==> src/pic_pkg.sv <==
package pic_pkg;

    localparam int unsigned WordWidth  = 64;
    localparam int unsigned CountWidth = 4;
    localparam int unsigned TotalWidth = 32;
    localparam int unsigned SumOutWidth = 32;
    localparam int unsigned LaneWidth  = 16;
    localparam int unsigned BytesPerWord = WordWidth / 8;
    localparam logic [CountWidth-1:0] FullCount = CountWidth'(BytesPerWord);

    // One masked image word waiting in the input register
    typedef struct packed {
        logic [WordWidth-1:0]  word;
        logic [CountWidth-1:0] nb;
        logic                  last;
    } word_item_t;

    // Final state of one image, waiting for the fold
    typedef struct packed {
        logic [WordWidth-1:0]  sum;
        logic [TotalWidth-1:0] total;
    } image_item_t;

    // Fold a 64-bit ones'-complement sum to 16 bits, wrapping every carry
    function automatic logic [LaneWidth-1:0] fold16(input logic [WordWidth-1:0] s);
        logic [LaneWidth+1:0] lanes;
        logic [LaneWidth:0]   x1;
        logic [LaneWidth:0]   x2;
        begin
            lanes = {2'b00, s[15:0]} + {2'b00, s[31:16]}
                  + {2'b00, s[47:32]} + {2'b00, s[63:48]};
            x1 = {1'b0, lanes[LaneWidth-1:0]} + {15'b0, lanes[LaneWidth+1:LaneWidth]};
            x2 = {1'b0, x1[LaneWidth-1:0]} + {16'b0, x1[LaneWidth]};
            fold16 = x2[LaneWidth-1:0];
        end
    endfunction

endpackage

==> src/pic_input_stage.sv <==
module pic_input_stage
    import pic_pkg::*;
(
    input  logic                  clk,
    input  logic                  rst_n,
    input  logic                  in_valid,
    output logic                  in_stall,
    input  logic [WordWidth-1:0]  data_word,
    input  logic [CountWidth-1:0] valid_bytes,
    input  logic                  last_word,
    input  logic                  a_drain,
    output logic                  a_valid,
    output word_item_t            a_item
);

    logic       a_valid_reg;
    logic       a_valid_next;
    word_item_t a_item_reg;
    word_item_t a_item_next;
    logic [CountWidth-1:0] nb_clamped;
    logic [WordWidth-1:0]  byte_mask;

    // Clamp counts above a full word, then keep only the valid low bytes
    assign nb_clamped = valid_bytes[CountWidth-1] ? FullCount : valid_bytes;

    always_comb
    begin
        for (int k = 0; k < BytesPerWord; k++)
        begin
            byte_mask[k*8 +: 8] = (CountWidth'(k) < nb_clamped) ? 8'hff : 8'h00;
        end
    end

    assign in_stall = a_valid_reg && !a_drain;

    always_comb
    begin
        a_item_next.word = data_word & byte_mask;
        a_item_next.nb   = nb_clamped;
        a_item_next.last = last_word;
        a_valid_next     = in_stall ? a_valid_reg : in_valid;
    end

    always_ff @(posedge clk or negedge rst_n)
    begin
        if (!rst_n)
        begin
            a_valid_reg <= 1'b0;
        end
        else
        begin
            a_valid_reg <= a_valid_next;
        end
    end

    always_ff @(posedge clk)
    begin
        if (in_valid && !in_stall)
        begin
            a_item_reg <= a_item_next;
        end
    end

    assign a_valid = a_valid_reg;
    assign a_item  = a_item_reg;

endmodule

==> src/pic_accum.sv <==
module pic_accum
    import pic_pkg::*;
(
    input  logic        clk,
    input  logic        rst_n,
    input  logic        a_valid,
    input  word_item_t  a_item,
    output logic        a_drain,
    input  logic        b_take,
    output logic        b_valid,
    output image_item_t b_item
);

    logic [WordWidth-1:0]  sum_reg;
    logic [WordWidth-1:0]  sum_next;
    logic [TotalWidth-1:0] total_reg;
    logic [TotalWidth-1:0] total_next;
    logic                  b_valid_reg;
    logic                  b_valid_next;
    image_item_t           b_item_reg;
    logic                  b_ready;
    logic [WordWidth:0]    raw_sum;

    // A last word needs the image slot free; other words always fold in
    assign b_ready = !b_valid_reg || b_take;
    assign a_drain = a_valid && (!a_item.last || b_ready);

    // Add with end-around carry
    always_comb
    begin
        raw_sum    = {1'b0, sum_reg} + {1'b0, a_item.word};
        sum_next   = raw_sum[WordWidth-1:0] + {{(WordWidth-1){1'b0}}, raw_sum[WordWidth]};
        total_next = total_reg + {{(TotalWidth-CountWidth){1'b0}}, a_item.nb};
    end

    always_comb
    begin
        b_valid_next = b_valid_reg;
        if (b_take)
        begin
            b_valid_next = 1'b0;
        end
        if (a_drain && a_item.last)
        begin
            b_valid_next = 1'b1;
        end
    end

    always_ff @(posedge clk or negedge rst_n)
    begin
        if (!rst_n)
        begin
            sum_reg     <= '0;
            total_reg   <= '0;
            b_valid_reg <= 1'b0;
        end
        else
        begin
            b_valid_reg <= b_valid_next;
            if (a_drain)
            begin
                if (a_item.last)
                begin
                    sum_reg   <= '0;
                    total_reg <= '0;
                end
                else
                begin
                    sum_reg   <= sum_next;
                    total_reg <= total_next;
                end
            end
        end
    end

    always_ff @(posedge clk)
    begin
        if (a_drain && a_item.last)
        begin
            b_item_reg.sum   <= sum_next;
            b_item_reg.total <= total_next;
        end
    end

    assign b_valid = b_valid_reg;
    assign b_item  = b_item_reg;

endmodule

==> src/pic_fold_out.sv <==
module pic_fold_out
    import pic_pkg::*;
(
    input  logic                   clk,
    input  logic                   rst_n,
    input  logic                   b_valid,
    input  image_item_t            b_item,
    output logic                   b_take,
    output logic                   out_valid,
    input  logic                   out_stall,
    output logic [SumOutWidth-1:0] checksum
);

    logic                   out_valid_reg;
    logic                   out_valid_next;
    logic [SumOutWidth-1:0] checksum_reg;
    logic [SumOutWidth-1:0] checksum_next;
    logic                   out_ready;

    assign out_ready = !out_valid_reg || !out_stall;
    assign b_take    = b_valid && out_ready;

    always_comb
    begin
        checksum_next  = {{(SumOutWidth-LaneWidth){1'b0}}, fold16(b_item.sum)}
                       + b_item.total;
        out_valid_next = out_ready ? b_valid : out_valid_reg;
    end

    always_ff @(posedge clk or negedge rst_n)
    begin
        if (!rst_n)
        begin
            out_valid_reg <= 1'b0;
        end
        else
        begin
            out_valid_reg <= out_valid_next;
        end
    end

    always_ff @(posedge clk)
    begin
        if (b_take)
        begin
            checksum_reg <= checksum_next;
        end
    end

    assign out_valid = out_valid_reg;
    assign checksum  = checksum_reg;

endmodule

==> src/pe_image_checksum_core.sv <==
// Image checksum engine. Stream the image as 64-bit little-endian words (first
// byte in bits 7:0); valid_bytes gives the count of valid low bytes, counts above
// eight count as eight, and the unused high bytes are masked to zero. Each word
// is added into a 64-bit ones'-complement sum with end-around carry and its byte
// count into a 32-bit total. On the word marked last_word the sum is folded to
// 16 bits, the byte total is added modulo 2^32, one checksum transaction is
// emitted and the running state clears for the next image. Zero the header's
// checksum field in the stream before sending it. The block takes one word per
// cycle unless in_stall is high; after its last word is accepted, a checksum
// passes three register stages: input register, accumulator (the 64-bit
// end-around add), fold and output register. The registers decouple the sides,
// so words keep flowing while a finished checksum waits to be taken; a further
// last word holds only while both the image slot and the output are full.
module pe_image_checksum_core
    import pic_pkg::*;
(
    input  logic                   clk,
    input  logic                   rst_n,
    input  logic                   in_valid,
    output logic                   in_stall,
    input  logic [WordWidth-1:0]   data_word,
    input  logic [CountWidth-1:0]  valid_bytes,
    input  logic                   last_word,
    output logic                   out_valid,
    input  logic                   out_stall,
    output logic [SumOutWidth-1:0] checksum
);

    logic        a_valid;
    logic        a_drain;
    word_item_t  a_item;
    logic        b_valid;
    logic        b_take;
    image_item_t b_item;

    // Mask and hold one word per transaction
    pic_input_stage u_input_stage
    (
        .clk         (clk),
        .rst_n       (rst_n),
        .in_valid    (in_valid),
        .in_stall    (in_stall),
        .data_word   (data_word),
        .valid_bytes (valid_bytes),
        .last_word   (last_word),
        .a_drain     (a_drain),
        .a_valid     (a_valid),
        .a_item      (a_item)
    );

    // Accumulate; hand the finished image state forward on a last word
    pic_accum u_accum
    (
        .clk     (clk),
        .rst_n   (rst_n),
        .a_valid (a_valid),
        .a_item  (a_item),
        .a_drain (a_drain),
        .b_take  (b_take),
        .b_valid (b_valid),
        .b_item  (b_item)
    );

    // Fold, add the byte total and hold the result
    pic_fold_out u_fold_out
    (
        .clk       (clk),
        .rst_n     (rst_n),
        .b_valid   (b_valid),
        .b_item    (b_item),
        .b_take    (b_take),
        .out_valid (out_valid),
        .out_stall (out_stall),
        .checksum  (checksum)
    );

    // Stall the input only while a held word cannot advance
    assert property (@(posedge clk) disable iff (!rst_n)
        in_stall |-> a_valid)
        else $error("input stalled with empty input register");

    // A held last word must wait while the image slot is busy and not emptying
    assert property (@(posedge clk) disable iff (!rst_n)
        (a_valid && a_item.last && b_valid && !b_take) |-> in_stall)
        else $error("last word accepted over a pending image");

    // Drop no pending image while the output is blocked
    assert property (@(posedge clk) disable iff (!rst_n)
        (b_valid && !b_take) |=> b_valid)
        else $error("pending image lost");

    // Clear the output slot once the transaction completes, unless it is refilled
    assert property (@(posedge clk) disable iff (!rst_n)
        (out_valid && !out_stall && !b_valid) |=> !out_valid)
        else $error("checksum repeated after transaction");

endmodule

==> config.mk <==
export PLATFORM = sky130hd
export DESIGN_NAME = pe_image_checksum_core
export DESIGN_NICKNAME = d
export VERILOG_FILES = /design/src/pic_pkg.sv /design/src/pic_input_stage.sv /design/src/pic_accum.sv /design/src/pic_fold_out.sv /design/src/pe_image_checksum_core.sv
export SDC_FILE = /design/constraint.sdc
export NUM_CORES = 1
export LEC_CHECK = 0
export ABC_AREA = 1
export BUFFER_PORTS_ARGS = -buffer_cell sky130_fd_sc_hd__buf_4
export CAP_MARGIN = 20
export CORE_MARGIN = 8
export CORE_UTILIZATION = 51
export CTS_CLUSTER_DIAMETER = 50
export DETAILED_ROUTE_END_ITERATION = 8
export GPL_TIMING_DRIVEN = 0
export PLACE_DENSITY = 0.7
export SYNTH_ARGS = -nofsm -noshare
export SYNTH_HDL_FRONTEND = slang
export SYNTH_SLANG_ARGS = --single-unit
==> constraint.sdc <==
create_clock -name clk -period 25.4 [get_ports clk]
set_input_delay 1.27 -clock clk [delete_from_list [all_inputs] [get_ports clk]]
set_output_delay 1.27 -clock clk [all_outputs]
set_load 0.005 [all_outputs]
# Word level (Yosys, flattened, before mapping)
# Cells that the tools add are included.
# word_totals
register_bits	296
elab_cells	57
# classes
n_reduce_logical	15
addsub	9
n_mux	13
bitwise	1
n_lt_le_gt_ge	8
# ops
operator	count
$add 64x64->65	1
$add 64x1->64	1
$and 64x64->64	1
$mux 64	1
$mux 8	8
$add 18x16->18	2
$add 16x32->32	1
$add 32x4->32	1
$mux 32	1
$add 16x16->17	1
$add 16x2->17	1
$add 16x1->16	1
$lt 3x4->1 const A	4
$lt 1x4->1 const A	2
$lt 2x4->1 const A	2
$logic_not 1->1	6
$logic_and 1x1->1	5
$mux 4	1
$logic_or 1x1->1	3
$mux 1	2
$reduce_bool 2->1	1

# Longest topological paths before layout
# Gate-level depths: netlist of the first run.
# logic_depth
word_depth	10
depth_mapped	57
depth_no_buf	57

# By module
# From an unflattened synthesis of the first run, not the netlist that was laid out.
# unflattened
cells_unflattened	3408
hier_area_um2	23496.3
# by_module_without_submodules
mod	instances	seq_area_each_um2	cells_each	area_each_um2
pic_accum	1	5310.1	2466	15762.6
pic_fold_out	1	985.9	718	5011.1
pic_input_stage	1	2097.0	224	2722.6

# Least setup slack after synthesis of the first run
# OpenSTA, ideal clock, no wires.
# synth_path
kind	register to register
from	register u_accum.b_item_reg (netlist bit u_accum.b_item[32])
to	register u_fold_out.checksum_reg[26] (netlist: u_fold_out.checksum[26]), data pin
path_slack_ns	17.417
path_buffers	0
path_stages_with_launch	55
t_arrival_ns	7.725
path_cell_list	edfxtp_1 > ha_1 > inv_1 > fa_1 > inv_1 > a31oi_1 > o21ai_0 > a21oi_1 > o21bai_1 > xnor2_1 > fa_1 > inv_1 > ha_1 > nand2_1 > a21oi_1 > nor3_1 > nand3_1 > nand3_1 > (+19 left out) > inv_1 > nor2_1 > nand2_1 > nor2_1 > nand3_1 > nor2_2 > nand3_1 > nor2_1 > xor2_1 > ha_1 > nand2_1 > nor4_1 > nand2_1 > nand2_1 > nand2_1 > nor2_1 > nand2_1 > xnor2_1
# synth_between
elab_chain_cells	6
# synth_rtl
item	line	text
start, declared	pic_accum.sv:20	image_item_t b_item_reg;
$add 16x16->17	pic_pkg.sv:30	lanes = {2'b00, s[15:0]} + {2'b00, s[31:16]}
$add 18x16->18 (2 in series)	pic_pkg.sv:31	+ {2'b00, s[47:32]} + {2'b00, s[63:48]};
$add 16x2->17	pic_pkg.sv:32	x1 = {1'b0, lanes[LaneWidth-1:0]} + {15'b0, lanes[LaneWidth+1:LaneWidth]};
$add 16x1->16	pic_pkg.sv:33	x2 = {1'b0, x1[LaneWidth-1:0]} + {16'b0, x1[LaneWidth]};
$add 16x32->32	pic_fold_out.sv:26	+ b_item.total;
named net u_fold_out.checksum_next[26]	pic_fold_out.sv:17	logic [SumOutWidth-1:0] checksum_next;
end signal, assigned	pic_fold_out.sv:46	checksum_reg <= checksum_next;
end, declared	pic_fold_out.sv:16	logic [SumOutWidth-1:0] checksum_reg;
# The timed path passes the listed nets, and every way through them passes these cells.
# A chain may end at the register's enable or synchronous reset.

# Worst setup path after layout of the first run
# Same ends and word-level chain as after synthesis.

==> results of run 1 <==
[cell type report]
cell class,count,area (um2),area share
clock buffers,48,1060,0.0397
flip-flops and latches,296,8390,0.314
multi-input cells,2350,12400,0.465
clock inverters,24,256,0.00961
plain buffers,21,80.1,0.00300
repair buffers,111,911,0.0341
inverters,749,2810,0.105
well taps,607,759,0.0285
[synthesized netlist by cell type, types with 22 or more instances]
cell type / count / area share
nand2_1: 1139 / 0.18
inv_1: 729 / 0.12
nor2_1: 305 / 0.048
edfxtp_1: 197 / 0.25
nand3_1: 164 / 0.035
ha_1: 124 / 0.066
dfrtp_1: 99 / 0.10
a21oi_1: 93 / 0.020
xor2_1: 92 / 0.034
nand4_1: 61 / 0.016
o21ai_0: 60 / 0.013
nand2_2: 56 / 0.015
nor3_1: 39 / 0.0082
nor2_4: 24 / 0.011
nor2_2: 23 / 0.0061
fa_1: 22 / 0.019
[cell usage in the layout (no fill, tap or decap), types with 92 or more instances in the layout]
cell and n:
a21oi_1 92, buf_4 106, dfrtp_1 99, edfxtp_1 197, ha_1 124, inv_1 728, nand2_1 1139, nand3_1 164
nor2_1 304, xor2_1 92
[stage by stage]
| step | hold WS (ps) | cell area (um2) | std cells | util | setup slack [ps] |
|---|---|---|---|---|---|
| detailed placement | 474 | 25400 | 4134 | 0.550 | 15900 |
| floorplan | 442 | 23700 | 3416 | - | 17420 |
| global route | 494 | 26700 | 4206 | 0.578 | 14840 |
| finish | 480 | 26700 | 4206 | 0.578 | 15910 |
| CTS | 486 | 26700 | 4206 | 0.578 | 15870 |
| global placement | 463 | 25200 | 4129 | 0.547 | 15920 |
[per-layer routing]
layer / GRT usage / vias to the layer above / share of wire
li1: - / 10900 / -
met1: 0.329 / 9449 / 0.43
met2: 0.426 / 614 / 0.46
met3: 0.0401 / 142 / 0.064
met4: 0.109 / 2 / 0.045
met5: 0 / - / 0.00018
[worst max-delay path, delay by kind of cell (launching register included)]
kind            cells  cell delay, ps
simple gates       32            4560
fa+ha+maj           8            2520
compound gates      6             940
xor+xnor            4             660
flops               1             330
buf+inv             4             220
[kinds of logic (layout without fill, tap and decap cells)]
group / Yosys count / in the layout / synth area share
xor gates and xnor gates: 121 / 121 / 0.0473
and+or+nand+nor: 1871 / 1871 / 0.340
DFF: 296 / 296 / 0.354
buffers and inverters: 770 / 953 / 0.122
adders and majority gates: 146 / 146 / 0.0841
AOI/OAI and AO/OA: 212 / 212 / 0.0517
[worst paths after layout]
kind	start	end	slack, ps	depth (start not counted)
max	u_accum.b_item[32]$_DFFE_PP_	u_fold_out.checksum[26]$_DFFE_PP_	15910	54
min	u_accum.sum_reg[30]$_DFFE_PN0P_	u_accum.sum_reg[30]$_DFFE_PN0P_	480	2
max reg2reg	u_accum.b_item[32]$_DFFE_PP_	u_fold_out.checksum[26]$_DFFE_PP_	15910	54
min reg2reg	u_accum.sum_reg[30]$_DFFE_PN0P_	u_accum.sum_reg[30]$_DFFE_PN0P_	480	2
max in group asynchronous	rst_n	u_accum.sum_reg[18]$_DFFE_PN0P_	23960	2
min in group asynchronous	rst_n	u_accum.total_reg[25]$_DFFE_PN0P_	690	1
[power by group through the flow]
stage	clock network [uW]	logic, uW	registers, uW
floorplan	0	1690	719
global placement	0	2190	732
detailed placement	0	2230	732
CTS	562	2250	725
global route	581	2550	733
finish	553	2250	726
==> results.toml, run 1 <==
[outcome]
status = "finished, final reports clean"

[critical_path]
required_ps = 25720
crit_type = "flop to flop"
crit_slowest_cell = "fa_1"
cpMostUsedCell = "nand2_1"
cp_max_fo = 6
arrival_ps = 9810
critPathMaxStageDelay_ps = 500
end_kind = "flop"
cp-start-kind = "flop"

[power_and_ir_drop]
p_per_area_nw_per_um2 = 132
sequentialPowerShare = 0.206
total_leakage_power_uw = 0.0141
ir_drop_uv = 170
netSwitchingPower_uw = 1750
power_uw = 3530
power.internal_uw = 1770
power_frac_comb = 0.637
pwr-share-clk = 0.157
switching_share = 0.497

[yosys]
syn-num-nets = 3635
yosysWarnings = 0
synth_edf_count = 197
synth_cells = 3416
synthDistinctLibCells = 48
synthFlopType = "edfxtp_1"
syn_area_um2 = 23700
avgSynthCellArea_um2 = 6.93
ys_seq_area_frac = 0.354
synth-async-reset-ratio = 0.334
synth_seq_cells = 296

[placement]
gp_congestion = 1.04
dp_hpwl_um = 57300
io_buffers = 106

[global_route]
grt_pass1_wl_um = 107000
grt_pass1_vias = 20200
gr-usage-all-layers = 0.256
antenna_found_initial = 1
overflow = 0
grt_start_max_net_pins = 66

[sta]
fin_setup_tns_ps = 0
hold_viol = 0
max_freq_mhz = 105
fin_skew_ps = 34.7
drv_slew = 0
min_period_ps = 9490
rsz0062_at_grt = "false"
period_share = 0.373
max_slew_margin = 0.289
tightest_slew_ps = 1070
setup_viol = 0

[cells_and_area]
largest_reg_flops = 96
layout.nets = 3787
syn2layout_area_growth_pct = 12.7
num_antenna_cells = 0
drive_gt1_frac = 0.0925
fill_cells = 4472

[clocking]
cts_resized = 0
cts_tree = "yes"
cts_root_buf = "clkbuf_16"
insertion_delay_ps = 580
holdBufCountCts = 0
clk_pin_slew_ps = 60
cts_max_level = 2
clk_path_buf_depth = 3
clock_sinks = 296
numCtsBuffers = 39
cts_setup_buffers = 0

[route]
ant_nets = 0
vias = 21100
vias_per_cell = 5.01
drt_first_pass_iters = 6
drc = 0
drt_iter0_markers = 1506
wl_um = 68300
wl_per_cell_um = 16.3

[run]
drv_cap = 0

[worst_hold_path]
hold_path.class = "flop to flop"

[die]
fp.dieH_um = 231
start_util = 0.513
pin_count = 107
rows = 79
die-area_um2 = 53600
placeableCoreArea_um2 = 46200
die_w_um = 231
Note: power is estimated with default switching activity, not from simulation.
==> run 2, diff against run 1 <==
clock period = 9.7 ns   (was 25.4 ns; I/O delays follow)
==> run 2 against run 1 <==
Critical path depth is 2 higher. Sequential power grew to 2.6 times the previous value. Via count barely moved. First-iteration DRC count grew 3.6%. Final cell count about the same. Worst hold slack got worse by 410 ps. Non-clock buffer count is 4 higher. Sequential share of layout area decreased by 0.13 points. Largest power group unchanged. Highest routed layer unchanged.
==> results.toml, run 2 (synthesis results as in run 1) <==
[cells_and_area]
final_common_cell = "nand2_1"
layout.nets = 3791
syn2layout_area_growth_pct = 13.2
most-common-layout-cells = "nand2_1, inv_1, nor2_1, edfxtp_1, nand3_1"
num_antenna_cells = 0
drive_gt1_frac = 0.0974
final_cells = 4210
largest_reg_flops = 96

[route]
vias = 21100
wl_um = 68600
wl_per_cell_um = 16.3
drt_first_pass_iters = 8
ant_nets = 0
drt_iter0_markers = 1560
vias_per_cell = 5.01
drc = 0

[critical_path]
crit_type = "flop to flop"
crit_family = "simple AND/OR/NAND/NOR gates"
required_ps = 10010
r2r_slack_ps = 820
regToRegStartpoint = "u_accum.b_item[32]$_DFFE_PP_"
cp-start-kind = "flop"
worstRegToRegCells = 56
cp-startpoint = "u_accum.b_item[32]$_DFFE_PP_"
rr_endpoint = "u_fold_out.checksum[19]$_DFFE_PP_"
arrival_ps = 9190
cp.buffers_inverters = 4
cpMostUsedCell = "nand2_1"
end_kind = "flop"
critPathMaxStageDelay_ps = 500
crit_slowest_cell = "fa_1"
cp_max_fo = 4

[sta]
max_slew_margin = 0.242
drv_slew = 0
max_freq_mhz = 113
period_share = 0.915
fin_skew_ps = 39.0
setup_viol = 0
hold_viol = 0
fin_hold_ws_ps = 74.0
min_period_ps = 8880
tightest_slew_ps = 1140

[power_and_ir_drop]
ir_drop_uv = 451
total_leakage_power_uw = 0.0141
p_per_area_nw_per_um2 = 350

[clocking]
clk_pin_slew_ps = 60
cts_tree = "yes"
numCtsBuffers = 39
cts_root_buf = "clkbuf_16"
clk_path_buf_depth = 3
clock_sinks = 296
insertion_delay_ps = 590
cts_max_level = 2

[placement]
io_buffers = 106
place_inst = 4134
gp_congestion = 1.04
dp_hpwl_um = 57300

[die]
rows = 79
start_util = 0.513
placeableCoreArea_um2 = 46200
fp.dieH_um = 231
die-area_um2 = 53600
pin_count = 107
die_w_um = 231

[global_route]
overflow = 0
grt_pass1_wl_um = 107000
grt_start_max_net_pins = 66
antenna_found_initial = 1
grt_pass1_vias = 20200
gr-usage-all-layers = 0.256

[worst_hold_path]
whs_endpoint = "u_input_stage.a_item[0]$_DFFE_PP_"
whs_path_depth = 1
hold_start = "last_word"
hold_path.class = "primary input to flop"

[outcome]
status = "finished, final reports clean"

[run]
drv_cap = 0
## run 2: cell count changes in the layout (fill, tap and decap cells not counted), moves of 3 or more
cell	change
a21oi_1	-3
nor2_1	-4
a21oi_2	+3
o21ai_1	+3
nor2_2	+4
buf_4	+3
o21ai_0	-3
## run 2: layout make-up
class                      instances  area (um2)
fill                            4460       19400
multi-input combinational       2350       12500
sequential                       296        8390
inverter                         749        2810
clock buffer                      48        1060
timing repair buffer             115         943
tap                              607         759
clock inverter                    24         256
buffer                            21        80.1
## run 2: per-stage QoR
step	cell area [um2]	worst slack (ps)	total power (uW)	util	setup TNS (ps)
global placement	25200	216	7660	0.547	0
detailed placement	25400	197	7770	0.550	0
global route	26800	-41.0	10300	0.581	-90.1
finish	26800	820	9380	0.581	0
CTS	26700	172	9250	0.578	0
floorplan	23700	1720	6310	-	0
## run 2: report_power, final
group / internal (uW) / switching [uW] / total, uW
combinational: 2070 / 3960 / 6030
clock: 850 / 601 / 1450
sequential: 1780 / 117 / 1900
total: 4700 / 4680 / 9380
## run 2: worst max path at each step
| stage | cells past startpoint | to | slack, ps |
|---|---|---|---|
| 3_5_place_dp | 54 | u_fold_out.checksum[26]$_DFFE_PP_ | 200 |
| 6_report | 56 | u_fold_out.checksum[19]$_DFFE_PP_ | 820 |
| 4_1_cts | 54 | u_fold_out.checksum[26]$_DFFE_PP_ | 170 |
| 2_1_floorplan | 54 | u_fold_out.checksum[26]$_DFFE_PP_ | 1720 |
| 5_1_grt | 55 | u_fold_out.checksum[26]$_DFFE_PP_ | -40 |
| 3_3_place_gp | 51 | u_fold_out.checksum[25]$_DFFE_PP_ | 220 |
## run 2: metal layers
metal	global-route usage	wire [um]	share of wire	vias to the layer above
met4	0.109	3110	0.045	2
met3	0.0401	4360	0.064	143
met2	0.426	31400	0.46	603
li1	-	-	-	10900
met5	0	12	0.00017	-
met1	0.329	29800	0.43	9469
## run 2: what timing repair did
action / 4_1_cts / 5_1_grt
setup buffers: 0 / 3
hold endpoints to repair: 38 / 0
hold buffers: 1 / 0
endpoints found under the setup margin: 0 / 20
resized for setup: 0 / 20
==> run 3, diff against run 2 <==
CORE_ASPECT_RATIO = 0.9   (was default)
==> run 3 against run 2 <==
Maximum frequency shrank 0.90%. Worst setup slack got worse by 80 ps. Flip-flop and latch count did not move. Register-to-register slack got worse by 80 ps. Sequential share of layout area barely moved. Largest cell class unchanged.
==> results.toml, run 3 (synthesis results as in run 1) <==
[sta]
hold_viol = 0
rsz0062_at_grt = "true"
tightest_slew_ps = 1060
max_slew_margin = 0.288
period_share = 0.924
setup_viol = 0
max_freq_mhz = 112
drv_slew = 0
fin_skew_ps = 37.1
min_period_ps = 8960
worst_slack_ps = 740

[worst_hold_path]
hold_start = "last_word"
whs_endpoint = "u_input_stage.a_item[0]$_DFFE_PP_"
hold_path.class = "primary input to flop"
whs_path_depth = 1

[critical_path]
critPathMaxStageDelay_ps = 450
required_ps = 10020
r2r_slack_ps = 740
rr_endpoint = "u_fold_out.checksum[26]$_DFFE_PP_"
worstRegToRegCells = 53
arrival_ps = 9280
cp-start-kind = "flop"
cpMostUsedCell = "nand2_1"
crit_slowest_cell = "fa_1"
regToRegStartpoint = "u_accum.b_item[34]$_DFFE_PP_"
end_kind = "flop"
cp_max_fo = 4
crit_type = "flop to flop"

[placement]
dp_slack_ps = 268
place_inst = 4143
dp_hpwl_um = 59000
gp_congestion = 1.00
io_buffers = 106

[global_route]
grt_pass1_wl_um = 110000
grt_start_max_net_pins = 85
grt-busiest-layer = "met2"
gr-usage-all-layers = 0.263
grtUsageMet2 = 0.424
antenna_found_initial = 2
grt_pass1_vias = 20400
grt_use_met3 = 0.0525
overflow = 0
grtUsageMet1 = 0.344

[clocking]
cts_max_level = 2
insertion_delay_ps = 580
cts_tree = "yes"
clk_path_buf_depth = 3
numCtsBuffers = 37
clock_sinks = 296
cts_root_buf = "clkbuf_16"
clk_pin_slew_ps = 60

[die]
start_util = 0.512
die-area_um2 = 53600
rows = 75
fp.dieH_um = 220
pin_count = 107
die_w_um = 243
placeableCoreArea_um2 = 46300

[outcome]
status = "finished, final reports clean"

[power_and_ir_drop]
ir_drop_uv = 278
total_leakage_power_uw = 0.0141
switching_share = 0.500
power_frac_comb = 0.646
sequentialPowerShare = 0.201
pwr-share-clk = 0.153
power.internal_uw = 4740
netSwitchingPower_uw = 4730
power_uw = 9470
p_per_area_nw_per_um2 = 353

[route]
drt_first_pass_iters = 8
vias_per_cell = 5.04
drc = 0
vias = 21200
ant_nets = 0
drt_iter0_markers = 1704
wl_per_cell_um = 16.8
wl_um = 70600

[cells_and_area]
fill_cells = 4481
largest_reg_flops = 96
final_cells = 4214
most-common-layout-cells = "nand2_1, inv_1, nor2_1, edfxtp_1, nand3_1"
final_common_cell = "nand2_1"
syn2layout_area_growth_pct = 13.2
layout.nets = 3786
utilization = 0.579
drive_gt1_frac = 0.0968

[run]
drv_cap = 0
[run 3: changes by cell type in the layout (fill, tap and decap cells not counted), moves of 3 or more]
cell | before | now
a21oi_2 | 4 | 1
buf_4 | 109 | 105
o21ai_1 | 4 | 1
a21oi_1 | 89 | 92
[run 3: final cells by class]
class	count	area (um2)	share of cell area
Tap cell	616	771	0.0288
Sequential cell	296	8390	0.313
Multi-Input combinational cell	2350	12500	0.467
Buffer	21	80.1	0.00299
Antenna cell	2	5.00	0.000187
Timing Repair Buffer	112	925	0.0345
Inverter	749	2810	0.105
Clock buffer	48	1060	0.0395
Clock inverter	20	246	0.00920
[run 3: how the worst max path moves through the flow]
stage | from | cells after the start | to | slack (ps)
3_3_place_gp | u_accum.b_item[32]$_DFFE_PP_ | 54 | u_fold_out.checksum[26]$_DFFE_PP_ | 280
4_1_cts | u_accum.b_item[32]$_DFFE_PP_ | 54 | u_fold_out.checksum[26]$_DFFE_PP_ | 240
6_report | u_accum.b_item[34]$_DFFE_PP_ | 53 | u_fold_out.checksum[26]$_DFFE_PP_ | 740
2_1_floorplan | u_accum.b_item[32]$_DFFE_PP_ | 54 | u_fold_out.checksum[26]$_DFFE_PP_ | 1720
3_5_place_dp | u_accum.b_item[32]$_DFFE_PP_ | 54 | u_fold_out.checksum[26]$_DFFE_PP_ | 270
5_1_grt | u_accum.b_item[32]$_DFFE_PP_ | 54 | u_fold_out.checksum[26]$_DFFE_PP_ | -20
[run 3: routing by layer]
layer	wire length, um	vias to the layer above
met5	13	-
met4	3270	2
met3	5510	153
met2	31000	647
met1	30800	9552
li1	-	10900
[run 3: what timing repair did]
item / 4_1_cts / 5_1_grt
setup buffers: 0 / 0
gates resized for setup: 0 / 20
endpoints found under the setup margin: 0 / 18
hold buffers: 1 / 0
hold endpoints to repair: 15 / 0
[run 3: per-stage QoR]
step                cell area [um2]  hold slack [ps]  TNS (ps)
finish                        26800              101         0
global route                  26800             74.1     -28.7
CTS                           26700             77.2         0
floorplan                     23700              189         0
global placement              25200              463         0
detailed placement            25400              333         0
[run 3: power groups by stage]
stage | Combinational [uW] | Clock [uW] | Sequential, uW
after floorplan | 4430 | 0 | 1880
after global placement | 5810 | 0 | 1930
after detailed placement | 5900 | 0 | 1920
after CTS | 5930 | 1480 | 1900
after global routing | 6910 | 1530 | 1920
final | 6120 | 1450 | 1900
[run 3: worst max-delay path, delay by kind of cell (launching register included)]
| kind | cells | cell delay, ps |
|---|---|---|
| compound gates | 5 | 910 |
| fa+ha+maj | 8 | 2270 |
| buf+inv | 2 | 150 |
| flops | 1 | 380 |
| xor+xnor | 4 | 790 |
| simple gates | 34 | 4210 |
